### config.mk
export PLATFORM = sky130hd
export DESIGN_NAME = swpt_power_map
export DESIGN_NICKNAME = d
export VERILOG_FILES = /design/src/rtl/swpt_pkg.sv /design/src/rtl/swpt_power_map.sv
export SDC_FILE = /design/constraint.sdc
export NUM_CORES = 2
export LEC_CHECK = 0
export ABC_AREA = 1
export BUFFER_PORTS_ARGS = -buffer_cell sky130_fd_sc_hd__clkbuf_2
export CAP_MARGIN = 10
export CORE_MARGIN = 3
export CORE_UTILIZATION = 45
export DETAILED_ROUTE_END_ITERATION = 8
export PLACE_DENSITY_LB_ADDON = 0.15
export SYNTH_ARGS = -nofsm -noshare
export SYNTH_HDL_FRONTEND = slang
export SYNTH_SLANG_ARGS = --single-unit
### constraint.sdc
create_clock -name clock -period 37.8 [get_ports clock]
set_input_delay 0 -clock clock [delete_from_list [all_inputs] [get_ports clock]]
set_output_delay 0 -clock clock [all_outputs]
set_load 0.05 [all_outputs]
### src/rtl/swpt_pkg.sv
package swpt_pkg;

   localparam int WINDOW_BLOCKS = 32;
   localparam int BLOCK_SIZE    = 8;
   localparam int CTU_BLOCKS    = 8;

   localparam int CELLS      = WINDOW_BLOCKS * WINDOW_BLOCKS;
   localparam int IDX_W      = $clog2(CELLS);
   localparam int COORD_W    = $clog2(WINDOW_BLOCKS);
   localparam int CELL_CNT_W = $clog2(CELLS + 1);
   localparam int BLK_W      = 9;
   localparam int ACC_W      = 48;
   localparam int MAP_W      = 12;
   localparam int MAP_OFFSET = (WINDOW_BLOCKS - CTU_BLOCKS) / 2;

   localparam logic [IDX_W-1:0]        LAST_IDX  = IDX_W'(CELLS - 1);
   localparam logic [ACC_W-1:0]        PIXELS    = ACC_W'(BLOCK_SIZE * BLOCK_SIZE);
   localparam logic [ACC_W-1:0]        CELLS_ACC = ACC_W'(CELLS);
   localparam logic [ACC_W-1:0]        ACC_ONE   = ACC_W'(1);
   localparam logic signed [MAP_W-1:0] MAP_OFF   = MAP_W'(MAP_OFFSET);
   localparam logic signed [MAP_W-1:0] MAP_LIMIT = MAP_W'(WINDOW_BLOCKS);
   localparam logic [BLK_W-1:0]        BLK_LIMIT = BLK_W'(WINDOW_BLOCKS);

   localparam int CSR_INDEX_W = 1;
   localparam logic [CSR_INDEX_W-1:0] CSR_CENTER_X = 1'b0;
   localparam logic [CSR_INDEX_W-1:0] CSR_CENTER_Y = 1'b1;

   localparam logic [1:0] STATUS_MISS = 2'd0;
   localparam logic [1:0] STATUS_HIT  = 2'd1;
   localparam logic [1:0] STATUS_DONE = 2'd2;

   typedef enum logic [1:0] {
      REQ_READ  = 2'd0,
      REQ_WRITE = 2'd1,
      REQ_POWER = 2'd2,
      REQ_CLEAR = 2'd3
   } req_kind_type;

   typedef enum logic [3:0] {
      SQ_INIT,
      SQ_IDLE,
      SQ_SEARCH,
      SQ_SEARCH_END,
      SQ_WRITE,
      SQ_CLEAR,
      SQ_PREAD,
      SQ_PUPD,
      SQ_ACC,
      SQ_RESP
   } sq_state_type;

   typedef enum logic [2:0] {
      SEL_GATED,
      SEL_AWAKE,
      SEL_WAKE,
      SEL_STEP,
      SEL_READ,
      SEL_WRITE
   } acc_sel_type;

   typedef struct packed {
      logic             valid;
      logic [BLK_W-1:0] col;
      logic [BLK_W-1:0] row;
   } slot_entry_type;

   typedef struct packed {
      logic             wr_en;
      logic             rd_en;
      logic [IDX_W-1:0] addr;
      slot_entry_type   entry;
   } ss_cmd_type;

   typedef struct packed {
      logic             init_wr;
      logic             rd_en;
      logic             upd;
      logic             gate;
      logic [IDX_W-1:0] addr;
   } pm_cmd_type;

   typedef struct packed {
      logic start;
      logic add_read;
      logic add_write;
      logic add_wake;
      logic add_instant;
   } acc_cmd_type;

   typedef struct packed {
      logic [ACC_W-1:0] write_acc;
      logic [ACC_W-1:0] read_acc;
      logic [ACC_W-1:0] step_acc;
      logic [ACC_W-1:0] wake_acc;
      logic [ACC_W-1:0] awake_acc;
      logic [ACC_W-1:0] gated_acc;
   } acc_totals_type;

   function automatic logic [IDX_W-1:0] cell_index(input logic [COORD_W-1:0] c,
                                                   input logic [COORD_W-1:0] r);
      cell_index = IDX_W'(IDX_W'(c) * IDX_W'(WINDOW_BLOCKS) + IDX_W'(r));
   endfunction

endpackage

### src/rtl/swpt_power_map.sv
module swpt_power_map (
   input  logic                              clock,
   input  logic                              reset,
   input  swpt_pkg::pm_cmd_type              cmd,
   output logic [swpt_pkg::CELL_CNT_W-1:0]   gated_cells,
   output logic                              wake
);

   logic                                 cell_mem [swpt_pkg::CELLS];
   logic                                 q_ff;
   logic [swpt_pkg::CELL_CNT_W-1:0]      gated_ff;
   logic                                 change;

   assign change = cmd.upd && (cmd.gate != q_ff);
   assign wake   = change && !cmd.gate;

   always_ff @(posedge clock) begin
      if (cmd.init_wr) begin
         cell_mem[cmd.addr] <= 1'b0;
      end else if (change) begin
         cell_mem[cmd.addr] <= cmd.gate;
      end
   end

   always_ff @(posedge clock) begin
      if (cmd.rd_en) begin
         q_ff <= cell_mem[cmd.addr];
      end
   end

   always_ff @(posedge clock) begin
      if (reset) begin
         gated_ff <= '0;
      end else if (change) begin
         if (cmd.gate) begin
            gated_ff <= gated_ff + 1'b1;
         end else begin
            gated_ff <= gated_ff - 1'b1;
         end
      end
   end

   assign gated_cells = gated_ff;

endmodule

==> impl_metrics.ini <==
[timing]
whs_ps = 34.4
relSlewSlack_pct = 14.4
report.final.slew_viol_count = 0
clock_skew_ps = 22.4
rsz0062_at_grt = no
period_needed_ps = 5510
hold_violations = 0
fin_tns_setup_ps = 0
worst_pin_slew_ps = 1280
post-route-period-util_pct = 14.6
setup_viol = 0
finalWorstSetupSlack_ps = 32290
max_freq_mhz = 181

[critical_path]
path_cells = nand3b_1, nor2_4, buf_4, buf_4, buf_4, buf_4, buf_4
rr_endpoint = cell_mem[576]$_DFFE_PP_
max_stage_delay_ps = 910
crit_required_ps = 38130
cp_common_cell = buf_4
timing.rr.start = q_ff$_DFFE_PP_
crit_type = reg2reg
critical_path_buf_inv_count = 5
start_kind = register
cp-end-kind = register
worst-r2r-cell-count = 7
cp_data_arrival_time_ps = 5840
cp_max_fo = 124
critical_path.top_delay_family = buffers and inverters
ff2ff_setup_slack_ps = 32290
crit_path_top_delay_cell = buf_4

[worst_hold_path]
hold_path.class = in2reg
hold_start = cmd[11]
min_to = gated_cells[2]$_SDFFE_PP0P_
holdPathStages = 4

[logic_synthesis]
ys_warn_count = 0
synth_cell_types = 33
synth-seq-cells = 1036
ys_seq_area_share_pct = 65.1
async_reset_ff_share_pct = 0
syn_inst = 5020
synth_edf_count = 1025
avgSynthCellArea_um2 = 9.49
syn_nets = 5046
synth_ff_type = edfxtp_1
synth_area_um2 = 47600

[drt]
routed_wl_um = 144000
drc = 0
drtIter0Drc = 3614
ant_nets = 0
firstDrtPassIters = 6
viasPerCell = 5.52
vias = 34963
wire_per_inst_um = 22.7

[clocking]
post_cts_buffers = 0
cts-hold-fix-buffers = 6
cts_resized = 0
clock_sinks = 1036
cts_buffers = 108
tritoncts = built
clk_pin_slew_worst_paths_ps = 60
root_buffer = clkbuf_16
clk_path_buf_depth = 3
htreeDepth = 3
insertion_delay_ps = 690

[floorplanning]
start_util_pct = 45.7
dieArea_um2 = 110000
core_area_um2 = 104000
ios = 28
die_w_um = 331
num_rows = 118
die_h_um = 331

[layout]
nNetsFinal = 4887
syn_to_final_growth_pct = 8.83
drive_gt1_share_pct = 7.80

[power]
p_per_area_nw_per_um2 = 46.8
switching_power_mw = 0.567
sw_frac_of_total_pct = 23.4
pwr-share-clk_pct = 41.7
max-vdd-ir-drop_uv = 31.6
power_leakage_nw = 18.6
p_comb_share_pct = 6.3
power.internal_mw = 1.86
seqPwrFrac_pct = 52.0

[global_routing]
grt_max_degree = 256
grt_pass1_vias = 32589
antenna_found_initial = 2
grt_usage_pct = 25.6
grt_pass1_wl_um = 213000
grt_overflow = 0

[placed_design]
port-buffer-count = 27
gp_congestion = 0.794
dpl_worst_slack_ps = 31870
hpwl_um = 69000

[run]
drv_cap = 0

[outcome]
outcome = finished clean
[worst reg2reg max path, cell delays in order (launching register included)]
cell and delay [ps]:
edfxtp_1 380, nand3b_1 240, nor2_4 120, buf_4 690, buf_4 920, buf_4 840, buf_4 930, buf_4 940
[state kept, by name, indices dropped and copies added, names as in the netlist]
signal       count
cell_mem      1024
q_ff             1
gated_cells     11
[power by group through the flow]
stage,registers [mW],clock network [mW],logic (mW)
finish,1.26,1.01,0.153
global route,1.26,1.06,0.167
CTS,1.26,1.02,0.152
detailed placement,1.29,0,0.151
global placement,1.29,0,0.151
floorplan,1.31,0,0.0932
[synth_stat cells (all sizes together) (2+ instances only)]
cell,n,share of area [%]
a21oi,13,0.14
o21bai,7,0.11
nand3,307,3.2
clkinv,2,0.016
o21ai,22,0.23
nor2,1127,9.3
nor3,22,0.41
xnor2,2,0.037
clkbuf,189,1.5
inv,68,0.56
dfxtp,11,0.46
xor2,6,0.11
nand4,132,1.7
nand2,1867,15
ha,9,0.24
edfxtp,1025,65
buf,206,2.5
[routing by layer]
layer / vias to the layer above / global-route usage [%] / part of all wire (%)
li1: 16120 / - / -
met1: 17321 / 35.2 / 42
met2: 1308 / 42.4 / 48
met3: 214 / 3.43 / 7.6
met4: 0 / 7.63 / 2.7
met5: - / 0 / 0
[final cells by class]
type / count / area [µm²]
clock buffers: 152 / 2930
multi-input cells: 3519 / 14600
inverters: 70 / 293
diodes: 1 / 2.50
flip-flops and latches: 1036 / 31000
well taps: 1380 / 1730
fillers: 9823 / 52400
repair buffers: 126 / 971
clock inverters: 47 / 335
[worst max path at each step]
stage / startpoint / to / cells past startpoint
global placement: q_ff$_DFFE_PP_ / cell_mem[438]$_DFFE_PP_ / 7
detailed placement: q_ff$_DFFE_PP_ / cell_mem[436]$_DFFE_PP_ / 7
global route: q_ff$_DFFE_PP_ / cell_mem[473]$_DFFE_PP_ / 7
CTS: q_ff$_DFFE_PP_ / cell_mem[441]$_DFFE_PP_ / 7
finish: q_ff$_DFFE_PP_ / cell_mem[576]$_DFFE_PP_ / 7
floorplan: q_ff$_DFFE_PP_ / cell_mem[0]$_DFFE_PP_ / 2
[placed cells by master, fill, tap and decap left out, types with 9 or more instances in the layout]
cell       count
clkinv_1      25
inv_2          9
nand2_2       27
edfxtp_1    1025
o21ai_0       14
buf_4         89
ha_1           9
dfxtp_1       11
nand3_1      306
clkbuf_16    110
clkbuf_2      25
clkbuf_1      40
nor2_2        70
nand2_1     1838
inv_1         53
nor3_1        13
clkinv_2      14
nand4_1      132
nor2_1      1052
a21oi_1       13
[cell families (layout without fill, tap and decap cells)]
group / Yosys count / after routing / share of synthesized area [%]
DFF: 1036 / 1036 / 65.1
and+or+nand+nor: 3457 / 3457 / 29.4
AOI/OAI and AO/OA: 44 / 44 / 0.510
xor gates and xnor gates: 8 / 8 / 0.147
adders and majority gates: 10 / 10 / 0.279
other: 0 / 1 / 0
buffers and inverters: 465 / 395 / 4.55
[metrics by stage]
step | instances | instance area (µm²) | power, mW | util (%)
floorplan | 5020 | 47600 | 1.40 | -
global placement | 6123 | 48400 | 1.44 | 46.5
detailed placement | 6123 | 48400 | 1.44 | 46.5
CTS | 6328 | 51800 | 2.44 | 49.7
global route | 6330 | 51800 | 2.49 | 49.7
finish | 6331 | 51800 | 2.42 | 49.7
Note: power is estimated with default switching activity, not from simulation.
