[config.mk]
export PLATFORM = sky130hd
export DESIGN_NAME = swpt_acc_unit
export DESIGN_NICKNAME = d
export VERILOG_FILES = /design/src/rtl/swpt_pkg.sv /design/src/rtl/swpt_acc_unit.sv
export SDC_FILE = /design/constraint.sdc
export NUM_CORES = 1
export LEC_CHECK = 0
export BUFFER_PORTS_ARGS = -buffer_cell sky130_fd_sc_hd__buf_2
export CELL_PAD_IN_SITES_DETAIL_PLACEMENT = 2
export CELL_PAD_IN_SITES_GLOBAL_PLACEMENT = 2
export CORE_ASPECT_RATIO = 0.8
export CORE_UTILIZATION = 33
export CTS_BUF_LIST = sky130_fd_sc_hd__clkbuf_4 sky130_fd_sc_hd__clkbuf_8
export DETAILED_ROUTE_END_ITERATION = 10
export PLACE_DENSITY = 0.85
export SYNTH_ARGS = -nofsm -noshare
export SYNTH_HDL_FRONTEND = slang
export SYNTH_SLANG_ARGS = --single-unit
[constraint.sdc]
create_clock -name clock -period 7.2 [get_ports clock]
set_input_delay 1.44 -clock clock [delete_from_list [all_inputs] [get_ports clock]]
set_output_delay 1.44 -clock clock [all_outputs]
set_load 0.01 [all_outputs]
[src/rtl/swpt_pkg.sv]
package swpt_pkg;

   localparam int WINDOW_BLOCKS = 32;
   localparam int BLOCK_SIZE    = 8;
   localparam int CTU_BLOCKS    = 8;

   localparam int CELLS      = WINDOW_BLOCKS * WINDOW_BLOCKS;
   localparam int IDX_W      = $clog2(CELLS);
   localparam int COORD_W    = $clog2(WINDOW_BLOCKS);
   localparam int CELL_CNT_W = $clog2(CELLS + 1);
   localparam int BLK_W      = 9;
   localparam int ACC_W      = 48;
   localparam int MAP_W      = 12;
   localparam int MAP_OFFSET = (WINDOW_BLOCKS - CTU_BLOCKS) / 2;

   localparam logic [IDX_W-1:0]        LAST_IDX  = IDX_W'(CELLS - 1);
   localparam logic [ACC_W-1:0]        PIXELS    = ACC_W'(BLOCK_SIZE * BLOCK_SIZE);
   localparam logic [ACC_W-1:0]        CELLS_ACC = ACC_W'(CELLS);
   localparam logic [ACC_W-1:0]        ACC_ONE   = ACC_W'(1);
   localparam logic signed [MAP_W-1:0] MAP_OFF   = MAP_W'(MAP_OFFSET);
   localparam logic signed [MAP_W-1:0] MAP_LIMIT = MAP_W'(WINDOW_BLOCKS);
   localparam logic [BLK_W-1:0]        BLK_LIMIT = BLK_W'(WINDOW_BLOCKS);

   localparam int CSR_INDEX_W = 1;
   localparam logic [CSR_INDEX_W-1:0] CSR_CENTER_X = 1'b0;
   localparam logic [CSR_INDEX_W-1:0] CSR_CENTER_Y = 1'b1;

   localparam logic [1:0] STATUS_MISS = 2'd0;
   localparam logic [1:0] STATUS_HIT  = 2'd1;
   localparam logic [1:0] STATUS_DONE = 2'd2;

   typedef enum logic [1:0] {
      REQ_READ  = 2'd0,
      REQ_WRITE = 2'd1,
      REQ_POWER = 2'd2,
      REQ_CLEAR = 2'd3
   } req_kind_type;

   typedef enum logic [3:0] {
      SQ_INIT,
      SQ_IDLE,
      SQ_SEARCH,
      SQ_SEARCH_END,
      SQ_WRITE,
      SQ_CLEAR,
      SQ_PREAD,
      SQ_PUPD,
      SQ_ACC,
      SQ_RESP
   } sq_state_type;

   typedef enum logic [2:0] {
      SEL_GATED,
      SEL_AWAKE,
      SEL_WAKE,
      SEL_STEP,
      SEL_READ,
      SEL_WRITE
   } acc_sel_type;

   typedef struct packed {
      logic             valid;
      logic [BLK_W-1:0] col;
      logic [BLK_W-1:0] row;
   } slot_entry_type;

   typedef struct packed {
      logic             wr_en;
      logic             rd_en;
      logic [IDX_W-1:0] addr;
      slot_entry_type   entry;
   } ss_cmd_type;

   typedef struct packed {
      logic             init_wr;
      logic             rd_en;
      logic             upd;
      logic             gate;
      logic [IDX_W-1:0] addr;
   } pm_cmd_type;

   typedef struct packed {
      logic start;
      logic add_read;
      logic add_write;
      logic add_wake;
      logic add_instant;
   } acc_cmd_type;

   typedef struct packed {
      logic [ACC_W-1:0] write_acc;
      logic [ACC_W-1:0] read_acc;
      logic [ACC_W-1:0] step_acc;
      logic [ACC_W-1:0] wake_acc;
      logic [ACC_W-1:0] awake_acc;
      logic [ACC_W-1:0] gated_acc;
   } acc_totals_type;

   function automatic logic [IDX_W-1:0] cell_index(input logic [COORD_W-1:0] c,
                                                   input logic [COORD_W-1:0] r);
      cell_index = IDX_W'(IDX_W'(c) * IDX_W'(WINDOW_BLOCKS) + IDX_W'(r));
   endfunction

endpackage

[src/rtl/swpt_acc_unit.sv]
module swpt_acc_unit (
   input  logic                              clock,
   input  logic                              reset,
   input  swpt_pkg::acc_cmd_type             cmd,
   input  logic [swpt_pkg::CELL_CNT_W-1:0]   gated_cells,
   output logic                              busy,
   output swpt_pkg::acc_totals_type          totals
);

   swpt_pkg::acc_sel_type       sel_ff, sel_in;
   logic                        busy_ff, busy_in;
   swpt_pkg::acc_cmd_type       en_ff;
   swpt_pkg::acc_totals_type    tot_ff, tot_in;
   logic [swpt_pkg::ACC_W-1:0]  op_a, op_b;
   logic                        op_en;
   logic [swpt_pkg::ACC_W:0]    sum;
   logic [swpt_pkg::ACC_W-1:0]  sat_sum;

   always_comb begin
      sel_in  = sel_ff;
      busy_in = busy_ff;
      if (cmd.start) begin
         sel_in  = swpt_pkg::SEL_GATED;
         busy_in = 1'b1;
      end else if (busy_ff) begin
         case (sel_ff)
            swpt_pkg::SEL_GATED: sel_in = swpt_pkg::SEL_AWAKE;
            swpt_pkg::SEL_AWAKE: sel_in = swpt_pkg::SEL_WAKE;
            swpt_pkg::SEL_WAKE:  sel_in = swpt_pkg::SEL_STEP;
            swpt_pkg::SEL_STEP:  sel_in = swpt_pkg::SEL_READ;
            swpt_pkg::SEL_READ:  sel_in = swpt_pkg::SEL_WRITE;
            default: begin
               sel_in  = swpt_pkg::SEL_GATED;
               busy_in = 1'b0;
            end
         endcase
      end
   end

   always_comb begin
      case (sel_ff)
         swpt_pkg::SEL_GATED: begin
            op_a  = tot_ff.gated_acc;
            op_b  = swpt_pkg::ACC_W'(gated_cells);
            op_en = en_ff.add_instant;
         end
         swpt_pkg::SEL_AWAKE: begin
            op_a  = tot_ff.awake_acc;
            op_b  = swpt_pkg::CELLS_ACC - swpt_pkg::ACC_W'(gated_cells);
            op_en = en_ff.add_instant;
         end
         swpt_pkg::SEL_WAKE: begin
            op_a  = tot_ff.wake_acc;
            op_b  = swpt_pkg::ACC_ONE;
            op_en = en_ff.add_wake;
         end
         swpt_pkg::SEL_STEP: begin
            op_a  = tot_ff.step_acc;
            op_b  = swpt_pkg::ACC_ONE;
            op_en = en_ff.add_instant;
         end
         swpt_pkg::SEL_READ: begin
            op_a  = tot_ff.read_acc;
            op_b  = swpt_pkg::PIXELS;
            op_en = en_ff.add_read;
         end
         default: begin
            op_a  = tot_ff.write_acc;
            op_b  = swpt_pkg::PIXELS;
            op_en = en_ff.add_write;
         end
      endcase
      op_en   = op_en && busy_ff;
      sum     = {1'b0, op_a} + {1'b0, op_b};
      sat_sum = sum[swpt_pkg::ACC_W] ? '1 : sum[swpt_pkg::ACC_W-1:0];
      tot_in  = tot_ff;
      if (op_en) begin
         case (sel_ff)
            swpt_pkg::SEL_GATED: tot_in.gated_acc = sat_sum;
            swpt_pkg::SEL_AWAKE: tot_in.awake_acc = sat_sum;
            swpt_pkg::SEL_WAKE:  tot_in.wake_acc  = sat_sum;
            swpt_pkg::SEL_STEP:  tot_in.step_acc  = sat_sum;
            swpt_pkg::SEL_READ:  tot_in.read_acc  = sat_sum;
            default:             tot_in.write_acc = sat_sum;
         endcase
      end
   end

   always_ff @(posedge clock) begin
      if (reset) begin
         sel_ff  <= swpt_pkg::SEL_GATED;
         busy_ff <= 1'b0;
         en_ff   <= '0;
         tot_ff  <= '0;
      end else begin
         sel_ff  <= sel_in;
         busy_ff <= busy_in;
         tot_ff  <= tot_in;
         if (cmd.start) begin
            en_ff <= cmd;
         end
      end
   end

   assign busy   = busy_ff;
   assign totals = tot_ff;

endmodule

==> run metrics, run 1 <==
CTS tree done; clock share of power 46.4%; Cell variety after synth 67; crit path max fanout approximately 50; reg-to-reg endpoint totals[135]$_SDFFE_PP0P_; Crit path required time 7.70 ns; maximum buffer depth of the clock tree 3; # resized after CTS 0; initial DRC count slightly below 800; Antenna Nets Post-Route 0; CP delay by family, top compound AO/OA/AOI/OAI gates; Pleak 7.18 nW; WHS 0.478 ns; Mean Syn Cell Area 7.99 sq um; final setup fails 0; H-Tree Depth 2; Post-Syn Instances between 1500 and 2000; Hold Path End totals[191]$_SDFFE_PP0P_; Tmin final a little over 6 ns; first-pass GRT wire length around 110 mm; Most common cell on crit path a211oi_1; root buf cell clkbuf_8; Core Footprint 0.0460 sq mm; Pwr per Cell Area 200 mW/mm^2; Yosys reg bits around 300; total setup buffers inserted after CTS 0; Fin. Hold Viols 0; die height ~200 um; Max VDD drop ~0.13 mV; Critical Path AT 6.66 ns; crit path max-delay cell type dfxtp_4; fin nets 2231; crit path launch type flip-flop; CP Cell Sequence or2_2 > nand2_1 > nor2_1 > a21oi_1 > fa_1 > a211oi_1 > o21a_1 > a21oi_2 > o2111ai_1 > a211oi_1 > o21ai_1 > nand2_2 > buf_12 > a31oi_1 > a211oi_1; clk sinks 296; DR WL/cell 24.7 um; via count 16350; yosys synthesis warning count 0; Hold Crit Start totals[191]$_SDFFE_PP0P_; Hold Path Class flip-flop to flip-flop; Clock transition at path regs 0.07 ns; all-layer global routing usage 28.5%; cts hold-fix bufs 0; Max-cap violations 0; RSZ-0062 raised after global routing no; Slew @ Worst Pin approximately 1.2 ns; reg-to-reg startpoint sel_ff[1]$_SDFFE_PP0P_; commonest non-fill, non-tap cells in the layout nor2_1 (398), a211oi_1 (307), buf_2 (305), dfxtp_1 (293), nand2_1 (169); CTS Buf Count 52; Detail Placement HPWL 48.2 mm; Post-synth ARST share 0%; Starting Density 33.7%; flop-to-flop setup slack 1.04 ns; Vias/cell ~5.8; largest net degree at the start of global routing 135; commonest non-fill, non-tap cell in the layout nor2_1; die area 0.0478 sq mm; sequential share of the synthesized area 38.2%; Worst path max stage delay just under 1 ns; Net Sw Power 1.00 mW; Max Fclk 0.162 GHz; share of cells above drive strength 1 between 20% and 30%; crit path kind flip-flop to flip-flop; Hold Path Stages 2; Syn Nets 2006; # IOs 307; fillers roughly 5300; R2R depth 15; vias in the first global route between 15000 and 20000; total iterations of the first detailed-routing run 5; setup TNS 0 ns; worst skew pair latency 0.66 ns; ys flop type dfxtp_1; WL final 69.6 mm; Sw Share 27.0%; status completed; post-route DRC violation count 0; Critical Path Source sel_ff[1]$_SDFFE_PP0P_; gpl congestion 0.938; Mapped Area approximately 0.015 sq mm; Internal 2.72 mW; clk_skew 0.0463 ns; initial antenna violation count 2; Buffers & Inverters on Critical Path 1; Layout area overhead 20.0%; fin. max-slew vios 0; grt ovf 0; CP endpoint kind flip-flop; Worst slew margin a little over 20%; # rows 70; # port buffers 306; Post-synth EDFFs 0; post-route clock period utilization 85.6%; Die Wd between 200 and 250 um; sequential power share 44.8%; combinational power share 8.8%
==> power groups by stage <==
stage               clock, mW  combinational [mW]  sequential, mW
floorplan                   0               0.204            1.70
global placement            0               0.304            1.70
detailed placement          0               0.319            1.70
CTS                      1.77               0.324            1.67
global route             1.84               0.352            1.67
finish                   1.73               0.326            1.67
==> per-layer routing <==
metal	vias to the layer above	global-route usage [%]	wire [um]
met5	-	0	9
met4	2	8.31	1580
met3	101	5.53	4300
met2	442	45.3	31500
met1	8290	39.1	32300
li1	7515	-	-
==> cells in the mapped netlist, types with 21 or more instances <==
cell | instances | area, sq um
a31oi_1 | 60 | 375
mux2i_1 | 43 | 430
xor2_1 | 21 | 184
a21oi_1 | 70 | 350
o21ai_0 | 71 | 355
clkbuf_1 | 132 | 495
a211oi_1 | 307 | 2300
dfxtp_1 | 296 | 5930
nand2_1 | 170 | 638
xnor2_1 | 21 | 184
ha_1 | 49 | 613
nand3_1 | 41 | 205
nor2_1 | 400 | 1500
==> sequential cells by signal, indices dropped and copies added (netlist names) <==
signal  count
totals    288
en_ff       4
sel_ff      3
busy        1
==> area by class of cell <==
type	instances	area, sq um	share of cell area [%]
Timing Repair Buffer	337	1800	9.67
Clock buffer	84	1030	5.54
Clock inverter	10	105	0.565
Inverter	16	60.1	0.323
Tap cell	612	766	4.12
Antenna cell	2	5.00	0.0269
Sequential cell	296	5940	31.9
Multi-Input combinational cell	1460	8900	47.8
==> worst max-delay path by stage <==
stage,slack [ns],end,depth (start not counted)
floorplan,1.67,totals[47]$_SDFFE_PP0P_,14
global placement,0.72,totals[183]$_SDFFE_PP0P_,14
detailed placement,0.58,totals[135]$_SDFFE_PP0P_,14
CTS,1.08,totals[3]$_SDFFE_PP0P_,15
global route,0.76,totals[135]$_SDFFE_PP0P_,15
finish,1.04,totals[135]$_SDFFE_PP0P_,15
==> worst min-delay path: stages (launching register included) <==
cell and delay (ns):
dfxtp_1 0.32, nand2_1 0.06, a21oi_1 0.05
==> through the flow <==
stage	total power [mW]	area, sq um	std cells	setup slack [ns]	util, %
2_1_floorplan	1.91	15500	1938	1.67	-
3_3_place_gp	2.01	17500	2721	0.725	38.0
3_5_place_dp	2.02	17500	2721	0.585	38.0
4_1_cts	3.76	18600	2815	1.08	40.4
5_1_grt	3.86	18600	2816	0.761	40.4
6_report	3.72	18600	2817	1.04	40.4
==> cell families after synthesis <==
logic type      share of synthesized area, %
compound gates                          27.0
xor+xnor                                2.37
fa+ha+maj                               4.09
buf+inv                                 4.64
flops                                   38.2
mux                                     4.67
simple gates                            19.0
Power figures use the tool's default switching activity.
==> run 2: changes to the inputs <==
CORE_MARGIN = 3   (was default)
CORE_UTILIZATION = 32   (was 33)
CTS_BUF_LIST = sky130_fd_sc_hd__clkbuf_16   (was sky130_fd_sc_hd__clkbuf_4 sky130_fd_sc_hd__clkbuf_8)
PLACE_DENSITY = 0.83   (was 0.85)
==> run 2 against run 1 <==
Compared with the run above: global-route usage down 1.9 points; wire length up 0.19%; clock power down 4%; cell count down 0.89%.
==> run metrics, run 2 (synthesis results as in run 1) <==
maximum buffer depth of the clock tree 3 (unchanged); DR WL/cell 25.0 um (+1.1%); Tmin final 6.13 ns (-0.0299 ns); setup TNS 0 ns (unchanged); CP Cell Sequence buf_2 > or4_1 > or2_2 > o311a_2 > ha_1 > nand2_1 > nor4_1 > o2111ai_1 > a211oi_1 > o21ai_1 > nand2_2 > buf_4 > nor2_1 > a211oi_1; vias in the first global route 17253 (-0.17%); Slew @ Worst Pin 0.996 ns (-0.193 ns); Max-cap violations 0 (unchanged); fin nets 2214 (-0.76%); grt ovf 0 (unchanged); RSZ-0062 raised after global routing no; Hold Crit Start totals[143]$_SDFFE_PP0P_; WL final 69.7 mm (+0.19%); Worst slew margin 33.6% (+13 points); Clock transition at path regs 0.06 ns (about the same); crit path launch type input pin; post-route clock period utilization 85.2% (-0.41 points); Crit path required time 7.63 ns (-0.07 ns); Detail Placement HPWL 49.3 mm (+2.3%); Hold Path Stages 2 (unchanged); Antenna Nets Post-Route 0 (unchanged); # rows 71 (+1.4%); clk sinks 296 (unchanged); # resized after CTS 0 (unchanged); crit path kind input pin to flip-flop; Starting Density 32.7% (-1.0 points); Most common cell on crit path a211oi_1; status completed; Die Wd 252 um (+3.2%); largest net degree at the start of global routing 143 (+5.9%); Hold Path Class flip-flop to flip-flop; Area after DPL 0.0174 sq mm (about the same); via count 16258 (-0.56%); Max Fclk 0.163 GHz (+0.49%); initial DRC count 867 (+12%); share of cells above drive strength 1 19.4% (-2.0 points); initial antenna violation count 3 (+1); cts hold-fix bufs 0 (unchanged); max reg flops 288 (unchanged); commonest non-fill, non-tap cell in the layout nor2_1; CTS tree done; gpl congestion 0.875 (-6.8%); number of cells on the critical path 14 (-1); commonest non-fill, non-tap cells in the layout nor2_1 (398), a211oi_1 (307), buf_2 (305), dfxtp_1 (293), nand2_1 (169); Max VDD drop 0.171 mV (+33%); all-layer global routing usage 26.6% (-1.9 points); Pwr per Cell Area 198 mW/mm^2 (-1.2%); Buffers & Inverters on Critical Path 2 (+1); total setup buffers inserted after CTS 0 (unchanged); die area 0.0511 sq mm (+6.9%); Vias/cell 5.82 (+0.33%); fin. max-slew vios 0 (unchanged); Pleak 7.11 nW (-0.99%); reg-to-reg startpoint sel_ff[1]$_SDFFE_PP0P_; Critical Path AT 6.56 ns (-0.10 ns); worst skew pair latency 0.55 ns (-0.11 ns); total iterations of the first detailed-routing run 5 (unchanged); crit path max-delay cell type o311a_2; CP endpoint kind flip-flop; # port buffers 306 (unchanged); CP delay by family, top simple AND/OR/NAND/NOR gates; reg-to-reg endpoint totals[71]$_SDFFE_PP0P_; H-Tree Depth 2 (unchanged); first-pass GRT wire length 107 mm (+0.27%); final setup fails 0 (unchanged); root buf cell clkbuf_16; CTS Buf Count 35 (-33%); clk_skew 0.0248 ns (-0.0215 ns); Hold Path End totals[143]$_SDFFE_PP0P_; Fin. Hold Viols 0 (unchanged); post-route DRC violation count 0 (unchanged); Layout area overhead 19.3%; R2R depth 14 (-1); post-route design area 0.0185 sq mm (-0.62%); crit path max fanout 37 (-27%); Core Footprint 0.0474 sq mm (+3.2%); Worst path max stage delay 0.72 ns (-0.26 ns); flop-to-flop setup slack 1.38 ns (+0.34 ns); die height 203 um (+3.6%); # IOs 307 (unchanged)
## run 2: cell count changes in the layout (fill, tap and decap cells not counted), sizes merged
| cell | change |
|---|---|
| buf | +1 |
| bufinv | -2 |
| clkbuf | -48 |
| clkinv | +10 |
| clkinvlp | -1 |
| diode | -1 |
| inv | +8 |
## run 2: metal layers
metal | global-route usage [%] | share of wire, %
met1 | 34.9 | 45
met3 | 5.93 | 6.2
met4 | 6.55 | 2.0
met5 | 0 | 0.046
met2 | 44.5 | 46
## run 2: worst register-to-register path: cells and delay by family, from the launching register on
kind,cells,cell delay (ns)
DFF,1,0.57
buffers and inverters,2,0.68
adders and majority gates,1,0.48
and+or+nand+nor,5,1.75
AOI/OAI and AO/OA,6,2.17
## run 2: stage by stage
stage,setup WS (ns),hold WS (ns),std cells,utilization (%),power [mW]
2_1_floorplan,1.67,0.453,1938,-,1.91
3_3_place_gp,0.635,0.467,2729,36.8,2.01
3_5_place_dp,0.471,0.481,2729,36.8,2.02
4_1_cts,1.01,0.490,2791,39.0,3.70
5_1_grt,0.692,0.516,2791,39.0,3.80
6_report,1.07,0.492,2792,39.0,3.65
## run 2: power by group
group	total, mW	internal (mW)	switching, mW
Combinational	0.321	0.0915	0.229
Clock	1.66	0.925	0.740
Sequential	1.67	1.65	0.0182
Total	3.65	2.67	0.987
## run 2: how the worst max path moves through the flow
stage	endpoint	slack (ns)	from
after floorplan	totals[47]$_SDFFE_PP0P_	1.67	gated_cells[7]
after detailed placement	totals[86]$_SDFFE_PP0P_	0.47	gated_cells[7]
after global placement	totals[161]$_SDFFE_PP0P_	0.63	gated_cells[7]
after global routing	totals[160]$_SDFFE_PP0P_	0.69	gated_cells[7]
after CTS	totals[86]$_SDFFE_PP0P_	1.01	gated_cells[7]
final	totals[71]$_SDFFE_PP0P_	1.07	gated_cells[7]
## run 2: area by class of cell
class	instances	area [sq um]
Fill cell	5473	29000
Multi-Input combinational cell	1460	8900
Sequential cell	296	5940
Timing Repair Buffer	337	1770
Clock buffer	37	926
Tap cell	620	776
Clock inverter	25	111
Inverter	16	60.1
Antenna cell	1	2.50
==> run 3: changes to the inputs <==
HOLD_SLACK_MARGIN = 0.1   (was default)
PLACE_DENSITY = 0.91   (was 0.83)
==> run 3 against run 2 <==
Compared with the run above: wire length up 3.0%; clock skew rose by 0.0039 ns; power rose by 5.0%; largest power group is now clock; combinational power grew 2%.
==> run metrics, run 3 (synthesis results as in run 1) <==
die area 0.0511 sq mm (unchanged); grt ovf 0 (unchanged); # IOs 307 (unchanged); Fin. Hold Viols 0 (unchanged); maximum buffer depth of the clock tree 3 (unchanged); worst skew pair latency 0.55 ns (about the same); Max Fclk 0.161 GHz (-1.0%); Layout area overhead 20.1%; Die Wd 252 um (unchanged); Setup WS post-layout 1.01 ns (-0.0634 ns); RSZ-0062 raised after global routing no; clk sinks 296 (unchanged); CP endpoint kind flip-flop; commonest non-fill, non-tap cells in the layout nor2_1 (398), a211oi_1 (307), buf_2 (305), dfxtp_1 (293), nand2_1 (169); Vias/cell 5.88 (+0.91%); H-Tree Depth 2 (unchanged); Critical Path AT 6.56 ns (about the same); Pleak 7.14 nW (+0.39%); Pwr per Cell Area 206 mW/mm^2 (+4.3%); all-layer global routing usage 27.3% (+0.74 points); gpl congestion 0.868 (-0.73%); Place WS 0.423 ns (-0.0476 ns); root buf cell clkbuf_16; cts hold-fix bufs 0 (unchanged); post-route clock period utilization 86.0% (+0.88 points); Core Footprint 0.0474 sq mm (unchanged); status completed; via count 16395 (+0.84%); largest net degree at the start of global routing 173 (+21%); WL final 71.8 mm (+3.0%); Crit path required time 7.57 ns (-0.06 ns); Hold Path Class flip-flop to flip-flop; post-route DRC violation count 0 (unchanged); Antenna Nets Post-Route 0 (unchanged); DR WL/cell 25.7 um (+3.1%); Starting Density 32.7% (unchanged); final setup fails 0 (unchanged); crit path launch type input pin; WHS 0.480 ns (-0.0118 ns); crit path max fanout 37 (unchanged); max reg flops 288 (unchanged); # rows 71 (unchanged); crit path kind input pin to flip-flop; Slew @ Worst Pin 1.31 ns (+0.315 ns); clk_skew 0.0287 ns (+0.00392 ns); Clock transition at path regs 0.06 ns (about the same); Max VDD drop 0.117 mV (-31%); total iterations of the first detailed-routing run 5 (unchanged); total setup buffers inserted after CTS 0 (unchanged); Worst slew margin 12.6% (-21 points); setup TNS 0 ns (unchanged); # resized after CTS 0 (unchanged); Detail Placement HPWL 49.8 mm (+1.1%); initial DRC count 944 (+8.9%); initial antenna violation count 4 (+1); commonest non-fill, non-tap cell in the layout nor2_1; die height 203 um (unchanged); CTS tree done; Tmin final 6.19 ns (+0.0634 ns); vias in the first global route 17702 (+2.6%); CTS Buf Count 35 (unchanged); share of cells above drive strength 1 19.5% (+0.11 points); fin nets 2210 (-0.18%); Max-cap violations 0 (unchanged); fin. max-slew vios 0 (unchanged); # port buffers 306 (unchanged); first-pass GRT wire length 110 mm (+3.2%)
## run 3: cell count changes in the layout (fill, tap and decap cells not counted)
| cell | change |
|---|---|
| bufinv_16 | +5 |
| inv_6 | +4 |
| clkbuf_16 | -2 |
| buf_4 | -8 |
| inv_1 | -5 |
| clkinv_4 | -1 |
| clkinvlp_4 | -1 |
| clkbuf_8 | +1 |
| clkinv_1 | +1 |
| buf_12 | +4 |
| clkinv_2 | +1 |
| buf_8 | -1 |
## run 3: metrics by stage
| step | instances | utilization, % | area (sq um) | power (mW) |
|---|---|---|---|---|
| after detailed placement | 2725 | 36.8 | 17500 | 2.03 |
| after CTS | 2789 | 39.2 | 18600 | 3.87 |
| after floorplan | 1938 | - | 15500 | 1.91 |
| after global placement | 2725 | 36.8 | 17500 | 2.01 |
| final | 2790 | 39.2 | 18600 | 3.84 |
| after global routing | 2790 | 39.2 | 18600 | 3.97 |
## run 3: power breakdown
group | total, mW | switching, mW | internal, mW
clock network | 1.84 | 0.770 | 1.07
registers | 1.67 | 0.0186 | 1.65
logic | 0.327 | 0.235 | 0.0926
total | 3.84 | 1.02 | 2.81
## run 3: layout make-up
cell class	count	area (sq um)
Antenna cell	1	2.50
Clock buffer	35	876
Clock inverter	29	270
Fill cell	5426	28800
Inverter	16	60.1
Multi-Input combinational cell	1460	8900
Sequential cell	296	5940
Tap cell	620	776
Timing Repair Buffer	333	1790
## run 3: final timing paths
check	startpoint	end	slack, ns	cells after the start
setup reg to reg	sel_ff[0]$_SDFFE_PP0P_	totals[65]$_SDFFE_PP0P_	1.32	13
hold reg to reg	totals[143]$_SDFFE_PP0P_	totals[143]$_SDFFE_PP0P_	0.48	2
hold / removal	totals[143]$_SDFFE_PP0P_	totals[143]$_SDFFE_PP0P_	0.48	2
setup / recovery	gated_cells[5]	totals[65]$_SDFFE_PP0P_	1.01	14
## run 3: layer usage
| metal | part of all wire (%) | up-vias | global-route usage (%) |
|---|---|---|---|
| met5 | 0.021 | - | 0 |
| met4 | 2.4 | 4 | 7.19 |
| met3 | 6.6 | 118 | 6.16 |
| met2 | 47 | 470 | 45.6 |
| met1 | 44 | 8330 | 35.8 |
| li1 | - | 7473 | - |
## run 3: worst max-delay path: stages
cell       delay, ns
buf_2           0.13
or4_1           0.53
or2_2           0.33
o311a_2         0.72
ha_1            0.57
a21oi_1         0.31
nand4_1         0.21
o2111ai_1       0.35
a211oi_1        0.15
o21ai_1         0.24
nand2_2         0.37
buf_4           0.36
a21oi_1         0.63
a211oi_1        0.18
